**config.mk**
```make
export PLATFORM = sky130hd
export DESIGN_NAME = bfa_regs
export DESIGN_NICKNAME = d
export VERILOG_FILES = /design/src/rtl/bfa_pkg.sv /design/src/rtl/bfa_regs.sv
export SDC_FILE = /design/constraint.sdc
export NUM_CORES = 1
export LEC_CHECK = 0
export BUFFER_PORTS_ARGS = -buffer_cell sky130_fd_sc_hd__buf_4
export CORE_MARGIN = 2
export CORE_UTILIZATION = 46
export CTS_BUF_LIST = sky130_fd_sc_hd__clkbuf_8
export CTS_CLUSTER_DIAMETER = 120
export CTS_CLUSTER_SIZE = 16
export DETAILED_ROUTE_END_ITERATION = 8
export GPL_ROUTABILITY_DRIVEN = 0
export HOLD_SLACK_MARGIN = 0.03
export PLACE_DENSITY = 0.89
export SLEW_MARGIN = 20
export SYNTH_ARGS = -nofsm -noshare
export SYNTH_HDL_FRONTEND = slang
export SYNTH_SLANG_ARGS = --single-unit
```
**constraint.sdc**
```tcl
create_clock -name clk_i -period 2.84 [get_ports clk_i]
set_clock_uncertainty 0.05 [all_clocks]
set_input_delay 0.568 -clock clk_i [delete_from_list [all_inputs] [get_ports clk_i]]
set_output_delay 0.568 -clock clk_i [all_outputs]
set_load 0.05 [all_outputs]
```
**src/rtl/bfa_pkg.sv**
```systemverilog
// Shared types and constants for the bitmap frame allocator.
package bfa_pkg;

  localparam int unsigned FRAME_W         = 20;  // absolute frame number
  localparam int unsigned CNT_W           = 13;  // pool size and run length
  localparam int unsigned IDX_W           = 17;  // pool-relative frame index
  localparam int unsigned MAP_W           = 8;   // bitmap word
  localparam int unsigned FRAMES_PER_WORD = 4;
  localparam int unsigned APB_AW          = 3;
  localparam int unsigned APB_DW          = 32;

  localparam logic [MAP_W-1:0] ALLOC_BITS = 8'h55;
  localparam logic [MAP_W-1:0] INACC_BITS = 8'hAA;
  localparam logic [MAP_W-1:0] SLOT_BITS  = 8'hFF;
  localparam logic [MAP_W-1:0] TOP_SLOT   = 8'b11000000;

  localparam logic [CNT_W-1:0] NUM_FRAMES_RST = 13'd4096;

  typedef enum logic [1:0] {
    REQ_ALLOC   = 2'd0,
    REQ_RELEASE = 2'd1,
    REQ_MARK    = 2'd2
  } req_type_e;

  typedef enum logic [1:0] {
    ST_OK    = 2'd0,
    ST_FULL  = 2'd1,
    ST_RANGE = 2'd2,
    ST_INACC = 2'd3
  } status_e;

  typedef enum logic {
    REG_POOL_BASE  = 1'b0,
    REG_NUM_FRAMES = 1'b1
  } reg_idx_e;

  typedef enum logic [2:0] {
    S_CLEAR,
    S_IDLE,
    S_START,
    S_SCAN,
    S_DONE
  } state_e;

  typedef struct packed {
    logic [1:0]         req_type;
    logic [FRAME_W-1:0] frame_no;
    logic [CNT_W-1:0]   run_length;
  } req_t;

  typedef struct packed {
    logic [FRAME_W-1:0] granted_frame;
    logic [1:0]         status;
  } rsp_t;

  // Command to the word unit: which operation, on frames lo <= f < hi.
  typedef struct packed {
    req_type_e        op;
    logic [IDX_W-1:0] word_base;
    logic [IDX_W-1:0] lo;
    logic [IDX_W-1:0] hi;
  } wu_cmd_t;

  typedef struct packed {
    logic             found;     // a free frame lies in range
    logic [1:0]       slot;      // lowest free slot
    logic             inacc;     // an inaccessible frame lies in range
    logic             last;      // this word holds the last frame below hi
    logic [MAP_W-1:0] new_word;
  } wu_res_t;

endpackage

```
**src/rtl/bfa_regs.sv**
```systemverilog
// APB configuration registers: base frame and pool size.
module bfa_regs
  import bfa_pkg::*;
(
  input  logic               clk_i,
  input  logic               rst_ni,
  input  logic               psel,
  input  logic               penable,
  input  logic               pwrite,
  input  logic [APB_AW-1:0]  paddr,
  input  logic [APB_DW-1:0]  pwdata,
  output logic [APB_DW-1:0]  prdata,
  output logic               pready,
  output logic [FRAME_W-1:0] pool_base_o,
  output logic [CNT_W-1:0]   num_frames_o
);

  logic [FRAME_W-1:0] pool_base_q;
  logic [CNT_W-1:0]   num_frames_q;
  logic               wr_en;
  reg_idx_e           idx;

  assign pready = 1'b1;
  assign idx    = reg_idx_e'(paddr[2]);
  assign wr_en  = psel && penable && pwrite && pready;

  always_ff @(posedge clk_i or negedge rst_ni) begin
    if (!rst_ni) begin
      pool_base_q  <= '0;
      num_frames_q <= NUM_FRAMES_RST;
    end else if (wr_en) begin
      case (idx)
        REG_POOL_BASE:  pool_base_q  <= pwdata[FRAME_W-1:0];
        REG_NUM_FRAMES: num_frames_q <= pwdata[CNT_W-1:0];
        default: ;
      endcase
    end
  end

  always_comb begin
    case (idx)
      REG_POOL_BASE:  prdata = APB_DW'(pool_base_q);
      REG_NUM_FRAMES: prdata = APB_DW'(num_frames_q);
      default:        prdata = '0;
    endcase
  end

  assign pool_base_o  = pool_base_q;
  assign num_frames_o = num_frames_q;

endmodule

```
After elaboration in Yosys (flattened, before gate mapping)
Cells that the tools add are included.
{"block": "op_classes", "multipliers": 0, "n_reduce_logical": 4, "magnitude_cmp": 0, "n_eq_ne": 0, "n_mux": 1, "shifts": 0, "n_bitwise": 1, "n_addsub": 0, "n_div": 0}
{"op": "$pmux 32 s2", "n": 1}
{"op": "$reduce_and 2->1", "n": 2}
{"op": "$logic_and 1x1->1", "n": 2}
{"op": "$not 1->1", "n": 1}
{"block": "totals", "mem_bits_ro": 0, "latchBits": 0, "output_inout_bits": 66, "ramBits": 0, "memories": 0, "in_bits": 40, "word_cells": 8, "reg_bits": 33}

Depth between registers and ports, before layout
Gate-level depths: netlist (run 1).
{"block": "depth", "depth_word": 3, "depth_mapped": 3}

Worst setup path after synthesis (run 1)
Ideal clock, no wire load.
{"block": "synth_path", "path_type": "input -> output", "start": "input port paddr[2]", "end": "output port prdata[13]", "t_required_ps": 2222, "path_stages": 2, "path_slack_ps": 791, "arrival_time_ps": 1431, "path_cell_list": "buf_2 nor2b_1"}
{"block": "synth_between", "elab_chain_len": 2}
{"element": "start, declared", "line": "bfa_regs.sv:10", "rtl": "input logic [APB_AW-1:0] paddr,"}
{"element": "$not 1->1"}
{"element": "$pmux 32 s2 *", "line": "bfa_regs.sv:41", "rtl": "case (idx)"}
{"element": "end, declared", "line": "bfa_regs.sv:12", "rtl": "output logic [APB_DW-1:0] prdata,"}
Every way passes the cells marked *; elsewhere a longest branch is shown, timed or not. The select of a mux whose other input is x is not followed.

Worst setup path in the final report (run 1)
{"block": "layout_path", "start": "input port paddr[2]", "end": "output port prdata[10]"}
Same word-level chain as after synthesis.

==> metrics, run 1 <==
Setup TNS 0 ns; commonest cells in the netlist mux2_2, dfrtp_1, buf_4; critical path class in -> out; core area 3310 um2; share of cells above drive strength 1 0.706; Yosys reg bits 33; CP peak stage delay 0.39 ns; Starting Density 0.478; CTS tree yes; adder-cell share of the synthesized area 0; Synth Area in Compound Gates 0; antenna violations before repair 0; Worst R2R End pool_base_o[15]$_DFFE_PN0P_; Worst Tran Pin Value 0.643 ns; final setup vio count 0; worst r2r src pool_base_o[15]$_DFFE_PN0P_; Period minus WS final 2.03 ns; main flop type after synthesis dfrtp_1; Overall Power 0.00212 W; pin count of the biggest net entering global routing 34; placed insts 226; # Post-CTS Setup Buffers 0; I/O Buffers 78; Reg2Reg Depth 1; Post-CTS Hold Buffers 0; CP max FO 22; yosys warns 0; Rows 21; largest family of logic cells by synthesized area multiplexers; CTS buffer count 5; 1st-pass router iterations 3; Pins Over Slew Limit 0; Resized Gates After CTS 0; grt total ovfl 0; Cell Area, Synth 1580 um2; xor and xnor area share after synthesis 0; vias post-DR 1119; Slew HR 0.571; Synth area leaders dfrtp_1, mux2_2, mux2_4, buf_4, nor2b_1; vias in the first global route 1169; Static Leak 1.14 nW; maxcap violations 0; post-place setup slack 0.741 ns; antenna cells 0; number of flops mapped to enable cells by yosys 0; crit path launch type input port; Clock Sink Count 33; internal reg-to-reg setup slack 1.99 ns; Tcrit/Tclk final 0.713; post-synthesis cell type count 12; mux cell area share after synthesis 0.351; CP cell instances buf_4 -> mux2_2 -> buf_4; final wirelength 3430 um; Die W 62.7 um; Ports 106; H-tree level count 2; sequential area share after synthesis 0.522; Post-Synthesis Cells 108; post-DP HPWL 2540 um; outcome complete, no violations; Cell Count, Final, Fillers Out 233; Mean Syn Cell Area 14.7 um2; Worst Path Arrival 1.41 ns; Synth top area share 0.506; clock slew at reported path FFs 0.06 ns; Die H 62.7 um; Fmax achieved 0.494 GHz; DRT antenna net count 0; Layout Area Growth over Synthesis 41.0%; Worst-Skew Late Latency 0.27 ns; GRT Total Usage 0.184; Req. time, crit path 2.22 ns; Setup crit end kind output port; leading cell type by number of instances after synthesis mux2_2; global-route wire length before repair 5640 um; nets 227; power density over the cells 951 nW/um2; RSZ-0062 raised after global routing no; ys async rst share 1.00; drt initial violations 14; Hold Path Class in -> async; CTS root buf clkbuf_8; Worst Setup Slack, final 0.814 ns; DRC 0; DR WL/cell 14.7 um; largest area contributor in the netlist dfrtp_1; cell mode on critical path buf_4; Max clock buf depth 2; Worst path slowest cell mux2_2; simple-gate portion of the synthesized area 0.0411; Via density 4.80; Fin. Hold Viols 0; Max VDD drop 0.000558 V; die area 3930 um2
-- state kept, by name, summed over array words and instances, names as in the netlist --
name / count
num_frames_o: 13
pool_base_o: 20
-- where the power goes --
| group | internal, W | switching, W |
|---|---|---|
| Clock | 0.000188 | 0.000151 |
| Combinational | 0.000366 | 0.000763 |
| Sequential | 0.000577 | 0.0000781 |
| Total | 0.00113 | 0.000992 |
-- layout by cell type, fill, tap and decap left out --
cell,count
dfstp_2,1
mux2_4,10
dfrtp_1,32
nor2b_1,7
buf_4,79
nand4b_1,1
inv_1,1
nand4_2,1
conb_1,13
clkbuf_8,6
mux2_2,35
mux2_1,1
-- stage by stage --
step,utilization,area (um2),hold slack (ns)
after floorplan,-,1630,0.222
after global placement,0.649,2150,0.444
after detailed placement,0.649,2150,0.464
after CTS,0.675,2230,0.177
after global routing,0.675,2230,0.202
final,0.675,2230,0.172
-- worst max path at each step --
| stage | start | to | slack, ns |
|---|---|---|---|
| 6_report | paddr[2] | prdata[10] | 0.81 |
| 5_1_grt | paddr[2] | prdata[1] | 0.79 |
| 4_1_cts | paddr[2] | prdata[10] | 0.80 |
| 3_5_place_dp | paddr[2] | num_frames_o[8]$_DFFE_PN0P_ | 0.74 |
| 3_3_place_gp | paddr[2] | num_frames_o[8]$_DFFE_PN0P_ | 0.81 |
| 2_1_floorplan | paddr[2] | prdata[13] | 0.79 |
-- per-layer routing --
metal,GRT usage,up-vias,wire [um]
met5,0,-,0
met1,0.195,544,1310
met4,0.0417,0,22
li1,-,506,-
met2,0.331,65,1760
met3,0.0865,4,339
-- cell type report --
class | instances | area (um2)
multi-input combinational | 68 | 669
clock buffer | 6 | 82.6
fill | 265 | 1080
timing repair buffer | 79 | 593
clock inverter | 1 | 3.75
sequential | 33 | 827
tap | 46 | 57.6
-- cells by family after synthesis --
logic type | count (synthesis)
buffers and inverters | 18
flip-flops | 33
multiplexers | 46
other | 2
AND/OR/NAND/NOR | 9
-- worst max-delay path, delay by kind of cell --
kind | cells | cell delay [ns]
buffers and inverters | 2 | 0.45
multiplexers | 1 | 0.39
(Power assumes the default switching activity.)
==> inputs of run 2 (changes only) <==
--- a/config.mk
+++ b/config.mk
@@ -7,14 +7,14 @@
 export LEC_CHECK = 0
 export BUFFER_PORTS_ARGS = -buffer_cell sky130_fd_sc_hd__buf_4
 export CORE_MARGIN = 2
-export CORE_UTILIZATION = 46
+export CORE_UTILIZATION = 43
 export CTS_BUF_LIST = sky130_fd_sc_hd__clkbuf_8
 export CTS_CLUSTER_DIAMETER = 120
 export CTS_CLUSTER_SIZE = 16
 export DETAILED_ROUTE_END_ITERATION = 8
 export GPL_ROUTABILITY_DRIVEN = 0
 export HOLD_SLACK_MARGIN = 0.03
-export PLACE_DENSITY = 0.89
+export PLACE_DENSITY = 0.84
 export SLEW_MARGIN = 20
 export SYNTH_ARGS = -nofsm -noshare
 export SYNTH_HDL_FRONTEND = slang
==> constraint.sdc (replaced) <==
create_clock -name clk_i -period 2.03 [get_ports clk_i]
set_clock_uncertainty 0.05 [all_clocks]
set_input_delay 0.406 -clock clk_i [delete_from_list [all_inputs] [get_ports clk_i]]
set_output_delay 0.406 -clock clk_i [all_outputs]
set_load 0.05 [all_outputs]
==> metrics, run 2 (synthesized netlist as in run 1, its figures left out) <==
cell mode on critical path buf_4; post-route cell area 2280 um2; Worst Path Arrival 1.24 ns; Worst-Skew Late Latency 0.27 ns; Pins Over Slew Limit 0; CP startpoint paddr[2]; maxcap violations 0; drt initial violations 32; DRC 0; Static Leak 1.16 nW; most frequent cells in the layout buf_4, mux2_2, dfrtp_1; Layout Area Growth over Synthesis 43.7%; outcome complete, no violations; internal reg-to-reg setup slack 1.18 ns; CP cell instances buf_4 -> mux2_2 -> buf_4; 1st-pass router iterations 3; worst hold margin 0.295 ns; H-tree level count 2; Tcrit/Tclk final 0.833; Via density 4.62; share of cells above drive strength 1 0.704; CTS buffer count 5; Max clock buf depth 2; vias in the first global route 1167; Core Util, Final 0.631; Reg2Reg Depth 1; Top delay family on crit path buffers and inverters; commonest non-fill, non-tap cell in the layout buf_4; global-route wire length before repair 5540 um; grt total ovfl 0; Clock Sink Count 33; core area 3610 um2; Fmax achieved 0.591 GHz; Worst R2R End pool_base_o[15]$_DFFE_PN0P_; Period minus WS final 1.69 ns; Buffers & Inverters on Critical Path 2; power density over the cells 1370 nW/um2; Area after DPL 2150 um2; Starting Density 0.439; I/O Buffers 78; final wirelength 3430 um; clock slew at reported path FFs 0.06 ns; Worst Tran Pin Value 0.599 ns; DRT antenna net count 0; Setup TNS 0 ns; nets 228; Fin. Hold Viols 0; antenna cells 0; CP peak stage delay 0.38 ns; Setup crit end kind output port; Die W 64.7 um; Ports 106; Die H 64.7 um; pin count of the biggest net entering global routing 34; CTS root buf clkbuf_8; Rows 22; CTS tree yes; Req. time, crit path 1.57 ns; die area 4190 um2; final setup vio count 0; critical path class in -> out; max reg flops 20; Worst Setup Slack, final 0.339 ns; GRT Total Usage 0.174; crit path launch type input port; CP max FO 22; Hold Crit Start pwdata[15]; Hold Path Class in -> reg; # Post-CTS Setup Buffers 0; hold endpoint pool_base_o[15]$_DFFE_PN0P_; Max VDD drop 0.000774 V; post-place setup slack 0.134 ns; vias post-DR 1094; RSZ-0062 raised after global routing no; DR WL/cell 14.5 um; antenna violations before repair 0; hold depth 2; Slew HR 0.600; Worst path slowest cell mux2_2; worst r2r src pool_base_o[15]$_DFFE_PN0P_; post-DP HPWL 2510 um
[run 2: changes by cell type in the layout (fill, tap and decap cells not counted), sizes merged]
cell | before | now
dlygate4sd3 | 0 | 1
bufinv | 0 | 1
[run 2: worst max path at each step]
stage / to / slack (ns) / cells after the start
after floorplan: prdata[15] / 0.17 / 1
after global placement: num_frames_o[5]$_DFFE_PN0P_ / 0.15 / 3
after detailed placement: num_frames_o[2]$_DFFE_PN0P_ / 0.13 / 3
after CTS: prdata[10] / 0.33 / 3
after global routing: prdata[3] / 0.29 / 3
final: prdata[10] / 0.34 / 3
[run 2: repair_timing]
item / 4_1_cts / 5_1_grt
hold buffers: 1 / 0
resized for setup: 0 / 0
endpoints found under the hold margin: 32 / 0
[run 2: layer usage]
layer  share of wire  track usage
met1            0.37        0.183
met2            0.54        0.327
met3           0.069       0.0538
met4           0.014       0.0559
met5               0            0
[run 2: cell type report]
cell class	instances	area, um2
fill	306	1330
sequential	33	827
multi-input combinational	68	669
timing repair buffer	80	603
clock buffer	6	82.6
tap	48	60.1
clock inverter	2	33.8
[run 2: metrics by stage]
step,total power [W],std cells
detailed placement,0.00252,228
global placement,0.00248,228
finish,0.00312,237
CTS,0.00315,237
global route,0.00325,237
floorplan,0.00205,119
[run 2: report_power, final]
part           switching (W)  internal, W
Sequential          0.000108     0.000807
Combinational        0.00107     0.000514
Clock               0.000231     0.000395
Total                0.00140      0.00172
