File: src/rtl/bfa_pkg.sv
// Shared types and constants for the bitmap frame allocator.
package bfa_pkg;

  localparam int unsigned FRAME_W         = 20;  // absolute frame number
  localparam int unsigned CNT_W           = 13;  // pool size and run length
  localparam int unsigned IDX_W           = 17;  // pool-relative frame index
  localparam int unsigned MAP_W           = 8;   // bitmap word
  localparam int unsigned FRAMES_PER_WORD = 4;
  localparam int unsigned APB_AW          = 3;
  localparam int unsigned APB_DW          = 32;

  localparam logic [MAP_W-1:0] ALLOC_BITS = 8'h55;
  localparam logic [MAP_W-1:0] INACC_BITS = 8'hAA;
  localparam logic [MAP_W-1:0] SLOT_BITS  = 8'hFF;
  localparam logic [MAP_W-1:0] TOP_SLOT   = 8'b11000000;

  localparam logic [CNT_W-1:0] NUM_FRAMES_RST = 13'd4096;

  typedef enum logic [1:0] {
    REQ_ALLOC   = 2'd0,
    REQ_RELEASE = 2'd1,
    REQ_MARK    = 2'd2
  } req_type_e;

  typedef enum logic [1:0] {
    ST_OK    = 2'd0,
    ST_FULL  = 2'd1,
    ST_RANGE = 2'd2,
    ST_INACC = 2'd3
  } status_e;

  typedef enum logic {
    REG_POOL_BASE  = 1'b0,
    REG_NUM_FRAMES = 1'b1
  } reg_idx_e;

  typedef enum logic [2:0] {
    S_CLEAR,
    S_IDLE,
    S_START,
    S_SCAN,
    S_DONE
  } state_e;

  typedef struct packed {
    logic [1:0]         req_type;
    logic [FRAME_W-1:0] frame_no;
    logic [CNT_W-1:0]   run_length;
  } req_t;

  typedef struct packed {
    logic [FRAME_W-1:0] granted_frame;
    logic [1:0]         status;
  } rsp_t;

  // Command to the word unit: which operation, on frames lo <= f < hi.
  typedef struct packed {
    req_type_e        op;
    logic [IDX_W-1:0] word_base;
    logic [IDX_W-1:0] lo;
    logic [IDX_W-1:0] hi;
  } wu_cmd_t;

  typedef struct packed {
    logic             found;     // a free frame lies in range
    logic [1:0]       slot;      // lowest free slot
    logic             inacc;     // an inaccessible frame lies in range
    logic             last;      // this word holds the last frame below hi
    logic [MAP_W-1:0] new_word;
  } wu_res_t;

endpackage

File: src/rtl/bfa_word_unit.sv
// Shared word unit: find, mark or release the frames of one bitmap word.
module bfa_word_unit
  import bfa_pkg::*;
(
  input  wu_cmd_t          cmd_i,
  input  logic [MAP_W-1:0] word_i,
  output wu_res_t          res_o
);

  logic [FRAMES_PER_WORD-1:0] in_rng;
  logic [FRAMES_PER_WORD-1:0] free;
  logic [MAP_W-1:0]           rng_mask;
  logic [IDX_W-1:0]           frame;
  logic [IDX_W-1:0]           next_base;

  always_comb begin
    rng_mask = '0;
    for (int s = 0; s < FRAMES_PER_WORD; s++) begin
      frame     = cmd_i.word_base + IDX_W'(s);
      in_rng[s] = (frame >= cmd_i.lo) && (frame < cmd_i.hi);
      free[s]   = in_rng[s] && !word_i[2*s];
      if (in_rng[s]) begin
        rng_mask = rng_mask | (TOP_SLOT >> (2 * (FRAMES_PER_WORD - 1 - s)));
      end
    end
  end

  always_comb begin
    next_base       = cmd_i.word_base + IDX_W'(FRAMES_PER_WORD);
    res_o.found     = |free;
    res_o.slot      = 2'd0;
    for (int s = FRAMES_PER_WORD - 1; s >= 0; s--) begin
      if (free[s]) begin
        res_o.slot = 2'(s);
      end
    end
    res_o.inacc     = |(word_i & rng_mask & INACC_BITS);
    res_o.last      = next_base >= cmd_i.hi;
    res_o.new_word  = word_i;
    case (cmd_i.op)
      REQ_ALLOC: begin
        res_o.new_word = word_i | ((SLOT_BITS & ALLOC_BITS) << (2 * res_o.slot)
                                   & (ALLOC_BITS & {{(MAP_W-2){1'b0}}, 2'b11}
                                      << (2 * res_o.slot)));
      end
      REQ_RELEASE: res_o.new_word = word_i & ~rng_mask;
      REQ_MARK:    res_o.new_word = word_i | rng_mask;
      default:     res_o.new_word = word_i;
    endcase
  end

endmodule

File: config.mk
export PLATFORM = sky130hd
export DESIGN_NAME = bfa_word_unit
export DESIGN_NICKNAME = d
export VERILOG_FILES = /design/src/rtl/bfa_pkg.sv /design/src/rtl/bfa_word_unit.sv
export SDC_FILE = /design/constraint.sdc
export NUM_CORES = 1
export LEC_CHECK = 0
export ABC_AREA = 1
export BUFFER_PORTS_ARGS = -buffer_cell sky130_fd_sc_hd__buf_4
export CORE_ASPECT_RATIO = 0.75
export CORE_MARGIN = 4
export CORE_UTILIZATION = 50
export DETAILED_ROUTE_END_ITERATION = 8
export GPL_TIMING_DRIVEN = 0
export PLACE_DENSITY = 0.74
export RECOVER_POWER = 25
export SETUP_SLACK_MARGIN = 0.3
export SYNTH_ARGS = -nofsm -noshare
export SYNTH_HDL_FRONTEND = slang
export SYNTH_SLANG_ARGS = --single-unit
File: constraint.sdc
create_clock -name vclk -period 3.3
set_clock_uncertainty 0.05 [all_clocks]
set_input_delay 0.495 -clock vclk [all_inputs]
set_output_delay 0.495 -clock vclk [all_outputs]
set_load 0.01 [all_outputs]
After elaboration in Yosys (flattened, before gate mapping)
Cells that the tools add are included.
Storage, ports and cells
  register bits: 0
  input bits: 61
  output and inout bits: 13
  word-level logic and storage cells: 47
Operators by class
  add/subtract/negate cells: 4
  order comparisons: 9
  equality and inequality tests: 2
  shift operators: 2
  muxes and demuxes: 9
  bitwise gates (word level): 6
  reductions and logical operators: 15
Operators with widths (number)
  17-bit >= comparator: 5
  17-bit less-than comparator: 4
  17-bit by 2-bit adder with 17-bit output (second input constant): 2
  8-bit case mux with 3 select lines: 1
  17-bit by 1-bit adder with 17-bit output (second input constant): 1
  17-bit by 3-bit adder with 17-bit output (second input constant): 1
  8-bit bitwise AND: 2
  8-bit bitwise OR: 2
  2-bit two-way mux: 5
  8-bit by 7-bit bitwise AND with 8-bit output: 1
  1-bit logical AND: 8
  8-bit two-way mux: 1
  8-bit inverter: 1
  4-bit OR reduction: 2
  7-bit by 3-bit left shift with 8-bit output (first input constant): 1
  2-bit by 3-bit left shift with 7-bit output (first input constant): 1
  6-bit two-way mux: 1
  1-bit logical NOT: 4
  4-bit two-way mux: 1
  2-bit by 1-bit == test with 1-bit output (second input constant): 1
  2-bit == test (second input constant): 1
  2-bit logical NOT: 1

Logic depth before layout (Yosys ltp)
Gate-level depths: netlist of the first run.
  word-level depth: 12
  depth in mapped cells: 25

Worst setup path after synthesis of the first run
No wires, ideal clock.
  path kind: input port to output port
  from: in cmd_i[35] (netlist name)
  to: out res_o[2] (netlist name)
  data arrival time: 2978 ps
  required time: 2755 ps
  slack: -223 ps
  stages: 18
  buffers on the path: 1
  cell sequence: clkbuf_1 -> inv_1 -> ha_1 -> nor3_2 -> nand3_1 -> xnor2_1 -> ha_1 -> nand2_1 -> nor2_2 -> and2_1 -> nand3b_1 -> nand4_2 -> nand2_2 -> nor2_4 -> nand2_2 -> nand2_2 -> nand3_2 -> a21oi_2
RTL lines
  start, declared: RTL line bfa_word_unit.sv:5  | input wu_cmd_t cmd_i,
  end, declared: RTL line bfa_word_unit.sv:7  | output wu_res_t res_o

==> metrics, run 1 <==
slew of the pin with the lowest slew margin roughly 0.57 ns; initial antenna violation count 0; Synth Area in Compound Gates roughly a tenth; Finished Layout Cells between 1,000 and 1,500; clock buffers 0; final setup vio count 11; Detail Placement HPWL 13.95 mm; layout cell share with drive strength beyond 1 roughly a third; drt drc 0; Final Hold Vio Count 0; critical setup path kind in -> out; CP max FO 4; vias in the first global route approximately 5,600; DR vias between 6,000 and 7,000; Reg area 0 um^2; first-pass GRT wire length 28.50 mm; RSZ-0062 raised after global routing yes; worst vdd ir between 0.1 and 0.15 mV; largest family of logic cells by synthesized area adder cells; Min-Delay Path Class in -> out; top-count cell post-synth nand2_1; crit-path cells buf_8 -> buf_6 -> inv_4 -> nor3_4 -> nand4_1 -> buf_4 -> nor2_4 -> xor2_2 -> ha_1 -> nand2_1 -> nor2_1 -> nand2_1 -> nor2_1 -> nand2_1 -> nand4_4 -> nand2_4 -> buf_4 -> o21ai_0 -> a22oi_2 -> buf_4; via-per-instance ratio between 5 and 6; Die Wd 125.8 um; final instance area ~7600 um^2; synth top area cells ha_1, nand2_1, inv_1; Tot Pwr between 1 and 1.5 mW; Startpoint Class input port; post-synthesis net count 1,070; core area just under 10,000 um^2; max-slew violations 0; static leakage roughly 4.1 nW; post-synthesis mux area share less than 1%; Synth Cell Area 5206 um^2; XOR/XNOR Fraction of Synth Area roughly 7.4%; Adder-Cell Fraction of Synth Area 36.53%; Final Cycle Share 118.4%; total gr overflow 0; slew margin rel. between 60% and 70%; Seq/Total Area, Yosys 0%; dpl cells 1,063; Yosys top cell area share between 30 and 40%; WP data required 2.75 ns; Port Buf Inserts 74; FF+latch count 0; Synth Area in Simple Gates 34.41%; Die H 96.37 um; Nets around 1,200; pre-CTS WS -1.108 ns; FMAX 255.9 MHz; die area between 10,000 and 15,000 um^2; drt total wl around 19 mm; # IOs 74; pin count of the biggest net entering global routing 11; Area Growth Syn to Fin 46.31%; Routed WL per cell 16.87 um; slowest cell delay on critical path about 0.31 ns; antenna cells 0; Synth cell types 44; Post-DP Area 6088 um^2; commonest cells in the netlist nand2_1, ha_1, inv_1; routability cong. ~1.0; number of max-cap violations 0; slowest stage cell, crit path ha_1; Routed Antenna Nets 0; first drt pass iteration count 7; Worst setup EP type output port; Core Rows 31; Ys Warns 0; worst setup margin -0.6076 ns; Synth area leader ha_1; Crit path arrival time ~3.4 ns; min Tclk post-route a little under 4 ns; setup_tns -5.852 ns; synthesized instance count 857; syn avg cell area around 6.1 um^2; GRT Overall Usage between 20% and 30%; failing checks negative setup slack; Initial Utilization between 50% and 60%; DR iter-0 viols about 540; status finished, violations left; PwrDens between 150 and 200 nW/um^2
-- final timing paths --
kind	start	endpoint	cells after the start
max	cmd_i[44]	res_o[6]	20
min	word_i[7]	res_o[7]	4
-- critical path, delay by kind of cell --
family	cells	cell delay [ns]
adder cells (fa/ha/maj)	1	0.31
buffers and inverters	6	0.71
AND/OR/NAND/NOR	10	1.44
XOR/XNOR	1	0.09
AO/OA/AOI/OAI	2	0.30
-- routing by layer --
| layer | part of all wire, % | up-vias | track usage, % |
|---|---|---|---|
| met4 | 3.7 | 0 | 9.375 |
| met5 | 0 | - | 0 |
| met2 | 41 | 305 | 44.48 |
| li1 | - | 3053 | - |
| met1 | 43 | 2717 | 40.66 |
| met3 | 12 | 65 | 7.747 |
-- stage by stage --
step,hold WS [ns],utilization [%]
after global placement,1.241,61.56
after floorplan,1.043,-
after CTS,1.244,71.66
after detailed placement,1.239,61.56
final,1.233,77.01
after global routing,1.245,77.01
-- where the power goes --
part / switching [mW] / leakage, nW / internal, mW / total, mW
clock: 0 / 0 / 0 / 0
sequential: 0 / 0 / 0 / 0
combinational: 0.686 / 4.07 / 0.501 / 1.19
total: 0.686 / 4.07 / 0.501 / 1.19
-- cell usage in the layout (no fill, tap or decap), types with 3 or more instances in the layout --
| cell type | synthesis | layout |
|---|---|---|
| nand3_4 | 1 | 7 |
| nor2_4 | 5 | 22 |
| buf_12 | 0 | 6 |
| nand3_2 | 4 | 3 |
| clkinvlp_4 | 0 | 5 |
| a21oi_1 | 52 | 39 |
| ha_1 | 152 | 131 |
| xor2_2 | 0 | 11 |
| xor2_1 | 39 | 27 |
| a21o_1 | 8 | 8 |
| buf_8 | 0 | 3 |
| nor3_1 | 10 | 4 |
| buf_6 | 0 | 19 |
| inv_2 | 7 | 15 |
| nand2_2 | 7 | 35 |
| o21a_1 | 3 | 3 |
| buf_4 | 4 | 120 |
| nand2_4 | 0 | 9 |
| nand2_1 | 260 | 222 |
| nand3_1 | 17 | 12 |
| nand3b_1 | 3 | 3 |
| inv_1 | 134 | 118 |
| o21ai_2 | 0 | 3 |
| nand4_1 | 16 | 16 |
| nor2_2 | 5 | 9 |
| ha_4 | 0 | 20 |
| a21oi_2 | 1 | 12 |
| o21ai_0 | 13 | 8 |
| nor3_4 | 1 | 6 |
| o21ai_1 | 8 | 10 |
| nor2_1 | 79 | 58 |
-- cell families (layout without fill, tap and decap cells) --
group | count (synthesis) | after routing
adders and majority gates | 152 | 152
and+or+nand+nor | 415 | 415
AOI/OAI and AO/OA | 94 | 94
xor gates and xnor gates | 43 | 43
muxes | 2 | 2
buffers and inverters | 151 | 294
-- repair_timing --
item,4_1_cts,5_1_grt
buffers inserted,49,20
hold buffers,0,0
hold endpoints to repair,0,0
setup endpoints to repair,12,13
resized for setup,139,73
pin swaps,82,78
-- layout make-up --
| type | instances | area [um^2] |
|---|---|---|
| fill | 698 | 2273 |
| inverter | 142 | 565.5 |
| buffer | 9 | 122.6 |
| timing repair buffer | 143 | 1195 |
| tap | 132 | 165.2 |
| multi-input combinational | 706 | 5569 |
Note: power is estimated with default switching activity, not from simulation.
==> run 2: changes to the inputs <==
--- a/config.mk
+++ b/config.mk
@@ -14,6 +14,7 @@
 export GPL_TIMING_DRIVEN = 0
 export PLACE_DENSITY = 0.74
 export RECOVER_POWER = 25
+export REMOVE_ABC_BUFFERS = 1
 export SETUP_SLACK_MARGIN = 0.3
 export SYNTH_ARGS = -nofsm -noshare
 export SYNTH_HDL_FRONTEND = slang
==> metrics, run 2 (same netlist as run 1, synthesis figures left out) <==
status finished, violations left; failing checks negative setup slack; min Tclk post-route 3.862 ns (-0.04508 ns); DR vias 6,018 (-2.0%); antenna cells 0 (unchanged); pre-CTS WS -1.151 ns (-0.04286 ns); setup_tns -5.201 ns (+0.6515 ns); crit path from cmd_i[35]; number of max-cap violations 0 (unchanged); Hold-fix buffers, CTS 0 (unchanged); # IOs 74 (unchanged); Finished Layout Cells 1,097 (-3.1%); vias in the first global route 5,519 (-2.2%); end of the critical path res_o[4]; Nets 1,180 (-2.9%); slew margin rel. 70.99% (+9.0 points); worst setup margin -0.5625 ns (+0.04508 ns); Worst setup EP type output port; slowest cell delay on critical path 0.30 ns (about the same); via-per-instance ratio 5.486 (+1.1%); Area Growth Syn to Fin 35.35%; max-slew violations 0 (unchanged); drt total wl 17.95 mm (-6.0%); Crit path arrival time 3.32 ns (-0.04 ns); Startpoint Class input port; layout cell share with drive strength beyond 1 28.81% (-4.6 points); die area 12,130 um^2 (unchanged); slew of the pin with the lowest slew margin 0.4318 ns (-0.1379 ns); Final Cycle Share 117.0% (-1.4 points); Routed WL per cell 16.37 um (-3.0%); FMAX 258.9 MHz (+1.2%); Detail Placement HPWL 13.56 mm (-2.8%); most frequent CP cell nand2_2; DR iter-0 viols 530 (-0.93%); RSZ-0062 raised after global routing yes; Routed Antenna Nets 0 (unchanged); first-pass GRT wire length 27.27 mm (-4.3%); core area 9891 um^2 (unchanged); GRT Overall Usage 27.72% (-1.6 points); total gr overflow 0 (unchanged); final setup vio count 11 (unchanged); Port Buf Inserts 74 (unchanged); worst vdd ir 0.1283 mV (-7.7%); Tot Pwr 1.084 mW (-8.7%); initial antenna violation count 0 (unchanged); Min-Delay Path Class in -> out; commonest non-fill, non-tap cell in the layout nand2_1; most frequent cells in the layout nand2_1, ha_1, inv_1, buf_4, nor2_1; first drt pass iteration count 5 (-2); pin count of the biggest net entering global routing 12 (+1); routability cong. 0.9259 (-7.6%); FILL cells 811 (+16%); clock buffers 0 (unchanged); crit-path cells buf_16 -> clkinvlp_4 -> ha_4 -> nand2_2 -> nand2_2 -> nand3_4 -> nor2_4 -> nand2_2 -> xor2_2 -> ha_1 -> nand2_1 -> nor2_1 -> and2_4 -> nand3b_1 -> nand4_4 -> nand3b_1 -> nand2_2 -> nand4_1 -> a21boi_2 -> buf_4; slowest stage cell, crit path ha_1; WP data required 2.75 ns (about the same); Initial Utilization 52.64% (unchanged); Die H 96.37 um (unchanged); CP max FO 6 (+2); critical setup path kind in -> out; drt drc 0 (unchanged); PwrDens 153.8 nW/um^2 (-1.3%); FF+latch count 0 (unchanged); dpl cells 1,054 (-0.85%); static leakage 3.857 nW (-5.2%); Reg area 0 um^2 (unchanged); Die Wd 125.8 um (unchanged); Final Hold Vio Count 0 (unchanged); Core Rows 31 (unchanged)
## run 2: worst min-delay path by stage
stage                     endpoint      start  slack [ns]  cells past startpoint
final                     res_o[1]  word_i[1]        1.24                      4
after global routing      res_o[7]  word_i[7]        1.26                      4
after CTS                 res_o[9]  word_i[1]        1.24                      4
after detailed placement  res_o[9]  word_i[1]        1.24                      4
after global placement    res_o[1]  word_i[1]        1.24                      4
after floorplan           res_o[5]  word_i[5]        1.06                      2
## run 2: repair_timing
item,CTS,global route
buffers inserted,27,16
pin swaps,57,59
setup endpoints to repair,12,13
resized for setup,119,73
## run 2: final cells by class
| type | instances | area [um^2] | share of cell area, % |
|---|---|---|---|
| well taps | 132 | 165.2 | 2.344 |
| multi-input cells | 706 | 5349 | 75.91 |
| inverters | 142 | 551.8 | 7.830 |
| repair buffers | 117 | 980.9 | 13.92 |
## run 2: worst max-delay path: cells and delay by family
kind | cells | cell delay (ns)
AO/OA/AOI/OAI | 1 | 0.17
adder cells (fa/ha/maj) | 2 | 0.45
AND/OR/NAND/NOR | 13 | 1.62
XOR/XNOR | 1 | 0.16
buffers and inverters | 3 | 0.41
## run 2: per-stage QoR
step	hold slack [ns]	utilization, %	area [um^2]
after floorplan	1.061	-	5155
after global placement	1.241	59.41	5876
after detailed placement	1.240	59.41	5876
after CTS	1.241	66.92	6619
after global routing	1.263	71.25	7047
final	1.239	71.25	7047
## run 2: where the power goes
part | internal (mW) | leakage (nW) | switching [mW]
clock network | 0 | 0 | 0
logic | 0.443 | 3.86 | 0.641
registers | 0 | 0 | 0
## run 2: per-layer routing
layer  vias up  share of wire [%]  wire length, um  global-route usage, %
met5         -                  0                0                      0
li1       2975                  -                -                      -
met3        42                 11             1900                  4.011
met1      2692                 44             7935                  39.88
met4         0                2.5              446                  6.161
met2       309                 43             7671                  44.13
==> run 3: changes to the inputs <==
--- a/config.mk
+++ b/config.mk
@@ -5,14 +5,13 @@
 export SDC_FILE = /design/constraint.sdc
 export NUM_CORES = 1
 export LEC_CHECK = 0
-export ABC_AREA = 1
 export BUFFER_PORTS_ARGS = -buffer_cell sky130_fd_sc_hd__buf_4
 export CORE_ASPECT_RATIO = 0.75
 export CORE_MARGIN = 4
 export CORE_UTILIZATION = 50
 export DETAILED_ROUTE_END_ITERATION = 8
 export GPL_TIMING_DRIVEN = 0
-export PLACE_DENSITY = 0.74
+export PLACE_DENSITY = 0.75
 export RECOVER_POWER = 25
 export REMOVE_ABC_BUFFERS = 1
 export SETUP_SLACK_MARGIN = 0.3
==> metrics, run 3 <==
number of max-cap violations 0 (unchanged); CP max FO 6 (unchanged); Min-Delay Path Class in -> out; switching power 0.5256 mW (-18%); FF+latch count 0 (unchanged); Die Wd 117.8 um (-6.3%); # IOs 74 (unchanged); status finished, violations left; Synth cell types 57 (+30%); DR vias 5,166 (-14%); RSZ-0062 raised after global routing yes; cell internal pwr 0.4441 mW (+0.28%); switching portion of total power 54.20% (-4.9 points); drt drc 0 (unchanged); Hold-fix buffers, CTS 0 (unchanged); routability cong. 0.9813 (+6.0%); clock buffers 0 (unchanged); Detail Route met2 WL 7.800 mm (+1.7%); Hold WS 1.278 ns (+0.03909 ns); slew margin rel. 60.13% (-11 points); synthesized instance count 592 (-31%); Top Metal Used met4; Nets 910 (-23%); final setup vio count 13 (+2); synth top area cells ha_1, xnor2_1, a21oi_1; Yosys top cell area share 42.04% (+5.5 points); WL met3 1.716 mm (-9.7%); WP data required 2.75 ns (about the same); max-slew violations 0 (unchanged); GRT Overall Usage 29.67% (+2.0 points); Hold Path End res_o[1]; min Tclk post-route 4.183 ns (+0.3210 ns); setup_tns -8.678 ns (-3.477 ns); Seq pwr share 0% (unchanged); WL met1 7.071 mm (-11%); syn avg cell area 7.642 um^2 (+26%); die area 10,650 um^2 (-12%); Worst setup EP type output port; Comb power frac 100.0% (about the same); Routed WL per cell 21.28 um (+30%); Final Cycle Share 126.8% (+9.7 points); static leakage 3.082 nW (-20%); drt total wl 17.09 mm (-4.8%); fin util 73.36% (+2.1 points); commonest non-fill, non-tap cell in the layout ha_1; Routed Antenna Nets 0 (unchanged); critical setup path kind in -> out; worst vdd ir 0.08727 mV (-32%); Synth area leader ha_1; crit-path cells buf_4 -> clkinvlp_4 -> nor2_4 -> and3_4 -> nand3_1 -> nor2_1 -> xor2_1 -> ha_1 -> a21o_1 -> a21o_1 -> a221oi_2 -> a22oi_2 -> buf_4 -> and3_1 -> or3_4 -> buf_6; Finished Layout Cells 803 (-27%); commonest cells in the netlist ha_1, nand2_1, a21oi_1; antenna cells 0 (unchanged); initial antenna violation count 0 (unchanged); dpl cells 753 (-29%); worst setup margin -0.8835 ns (-0.3210 ns); slowest cell delay on critical path 0.38 ns (+0.08 ns); FMAX 239.0 MHz (-7.7%); failing checks negative setup slack; first drt pass iteration count 6 (+1); via-per-instance ratio 6.433 (+17%); layout cell share with drive strength beyond 1 33.96% (+5.1 points); Initial Utilization 52.39% (-0.25 points); slew of the pin with the lowest slew margin 0.5935 ns (+0.1617 ns); pin count of the biggest net entering global routing 13 (+1); clock power share 0% (unchanged); Area Growth Syn to Fin 40.02%; most frequent cells in the layout ha_1, buf_4, nand2_1, inv_1, a21oi_1; first-pass GRT wire length 26.28 mm (-3.6%); PwrDens 153.1 nW/um^2 (-0.44%); top-count cell post-synth ha_1; Crit path arrival time 3.64 ns (+0.32 ns); Final Hold Vio Count 0 (unchanged); vias in the first global route 5,136 (-6.9%); Detail Placement HPWL 12.49 mm (-7.9%); Synth Cell Area 4524 um^2 (-13%); total gr overflow 0 (unchanged); hold path depth 3 (-1); Reg area 0 um^2 (unchanged); Startpoint Class input port; DR iter-0 viols 527 (-0.57%); slowest stage cell, crit path or3_4; min-delay src word_i[1]; Ys Warns 0 (unchanged); Core Rows 29 (-6.5%); core area 8636 um^2 (-13%); Port Buf Inserts 74 (unchanged); Seq/Total Area, Yosys 0% (unchanged); Die H 90.38 um (-6.2%)
-- run 3: cell count changes in the layout (fill, tap and decap cells not counted), moves of 8 or more --
cell and change:
xnor2_1 +22, a21o_1 +11, nand2_2 -29, inv_1 -80
nor2_4 -12, inv_2 -14, xnor2_2 +11, nand2_1 -186
xor2_2 -12, nor2_1 -26, xor2_1 -8
-- run 3: final cells by class --
cell class / instances / area (um^2)
Multi-Input combinational cell: 527 / 4955
Timing Repair Buffer: 124 / 1072
Inverter: 44 / 172.7
Fill cell: 623 / 2301
Tap cell: 108 / 135.1
-- run 3: metal layers --
| metal | vias to the layer above | global-route usage [%] |
|---|---|---|
| li1 | 2389 | - |
| met1 | 2434 | 40.72 |
| met2 | 285 | 48.88 |
| met3 | 58 | 4.195 |
| met4 | 0 | 7.317 |
| met5 | - | 0 |
-- run 3: stage by stage --
stage	cell area (um^2)	power (mW)	setup slack, ns
after floorplan	4443	0.4629	-0.6343
after global placement	5134	0.7029	-1.899
after detailed placement	5134	0.7413	-1.934
after CTS	5993	0.8763	-0.7770
after global routing	6335	1.050	-0.9575
final	6335	0.9698	-0.8835
-- run 3: kinds of logic (layout without fill, tap and decap cells) --
| family | Yosys count | after routing | synth area share [%] |
|---|---|---|---|
| xor+xnor | 57 | 57 | 11.03 |
| fa+ha+maj | 152 | 152 | 42.04 |
| compound gates | 147 | 147 | 22.82 |
| buf+inv | 65 | 168 | 5.448 |
| simple gates | 171 | 171 | 18.67 |
-- run 3: worst max path at each step --
stage               end  depth (start not counted)  startpoint  slack [ns]
2_1_floorplan  res_o[0]                         14   cmd_i[36]       -0.63
3_3_place_gp   res_o[0]                         16   cmd_i[36]       -1.90
3_5_place_dp   res_o[0]                         16   cmd_i[36]       -1.93
4_1_cts        res_o[9]                         16   cmd_i[37]       -0.78
5_1_grt        res_o[6]                         17   cmd_i[37]       -0.96
6_report       res_o[9]                         16   cmd_i[45]       -0.88
-- run 3: power by group through the flow --
stage / clock network, mW / logic, mW / registers, mW
3_3_place_gp: 0 / 0.703 / 0
6_report: 0 / 0.970 / 0
2_1_floorplan: 0 / 0.463 / 0
3_5_place_dp: 0 / 0.741 / 0
5_1_grt: 0 / 1.05 / 0
4_1_cts: 0 / 0.876 / 0
-- run 3: repair_timing --
item | 4_1_cts | 5_1_grt
pin swaps | 53 | 51
endpoints found under the hold margin | 0 | 0
gates resized for setup | 128 | 42
buffers inserted | 33 | 17
endpoints found under the setup margin | 13 | 13
-- run 3: critical path, delay by kind of cell --
kind	cells	cell delay [ns]
buffers and inverters	4	0.61
and+or+nand+nor	6	1.23
adders and majority gates	1	0.30
xor gates and xnor gates	1	0.25
AOI/OAI and AO/OA	4	0.76
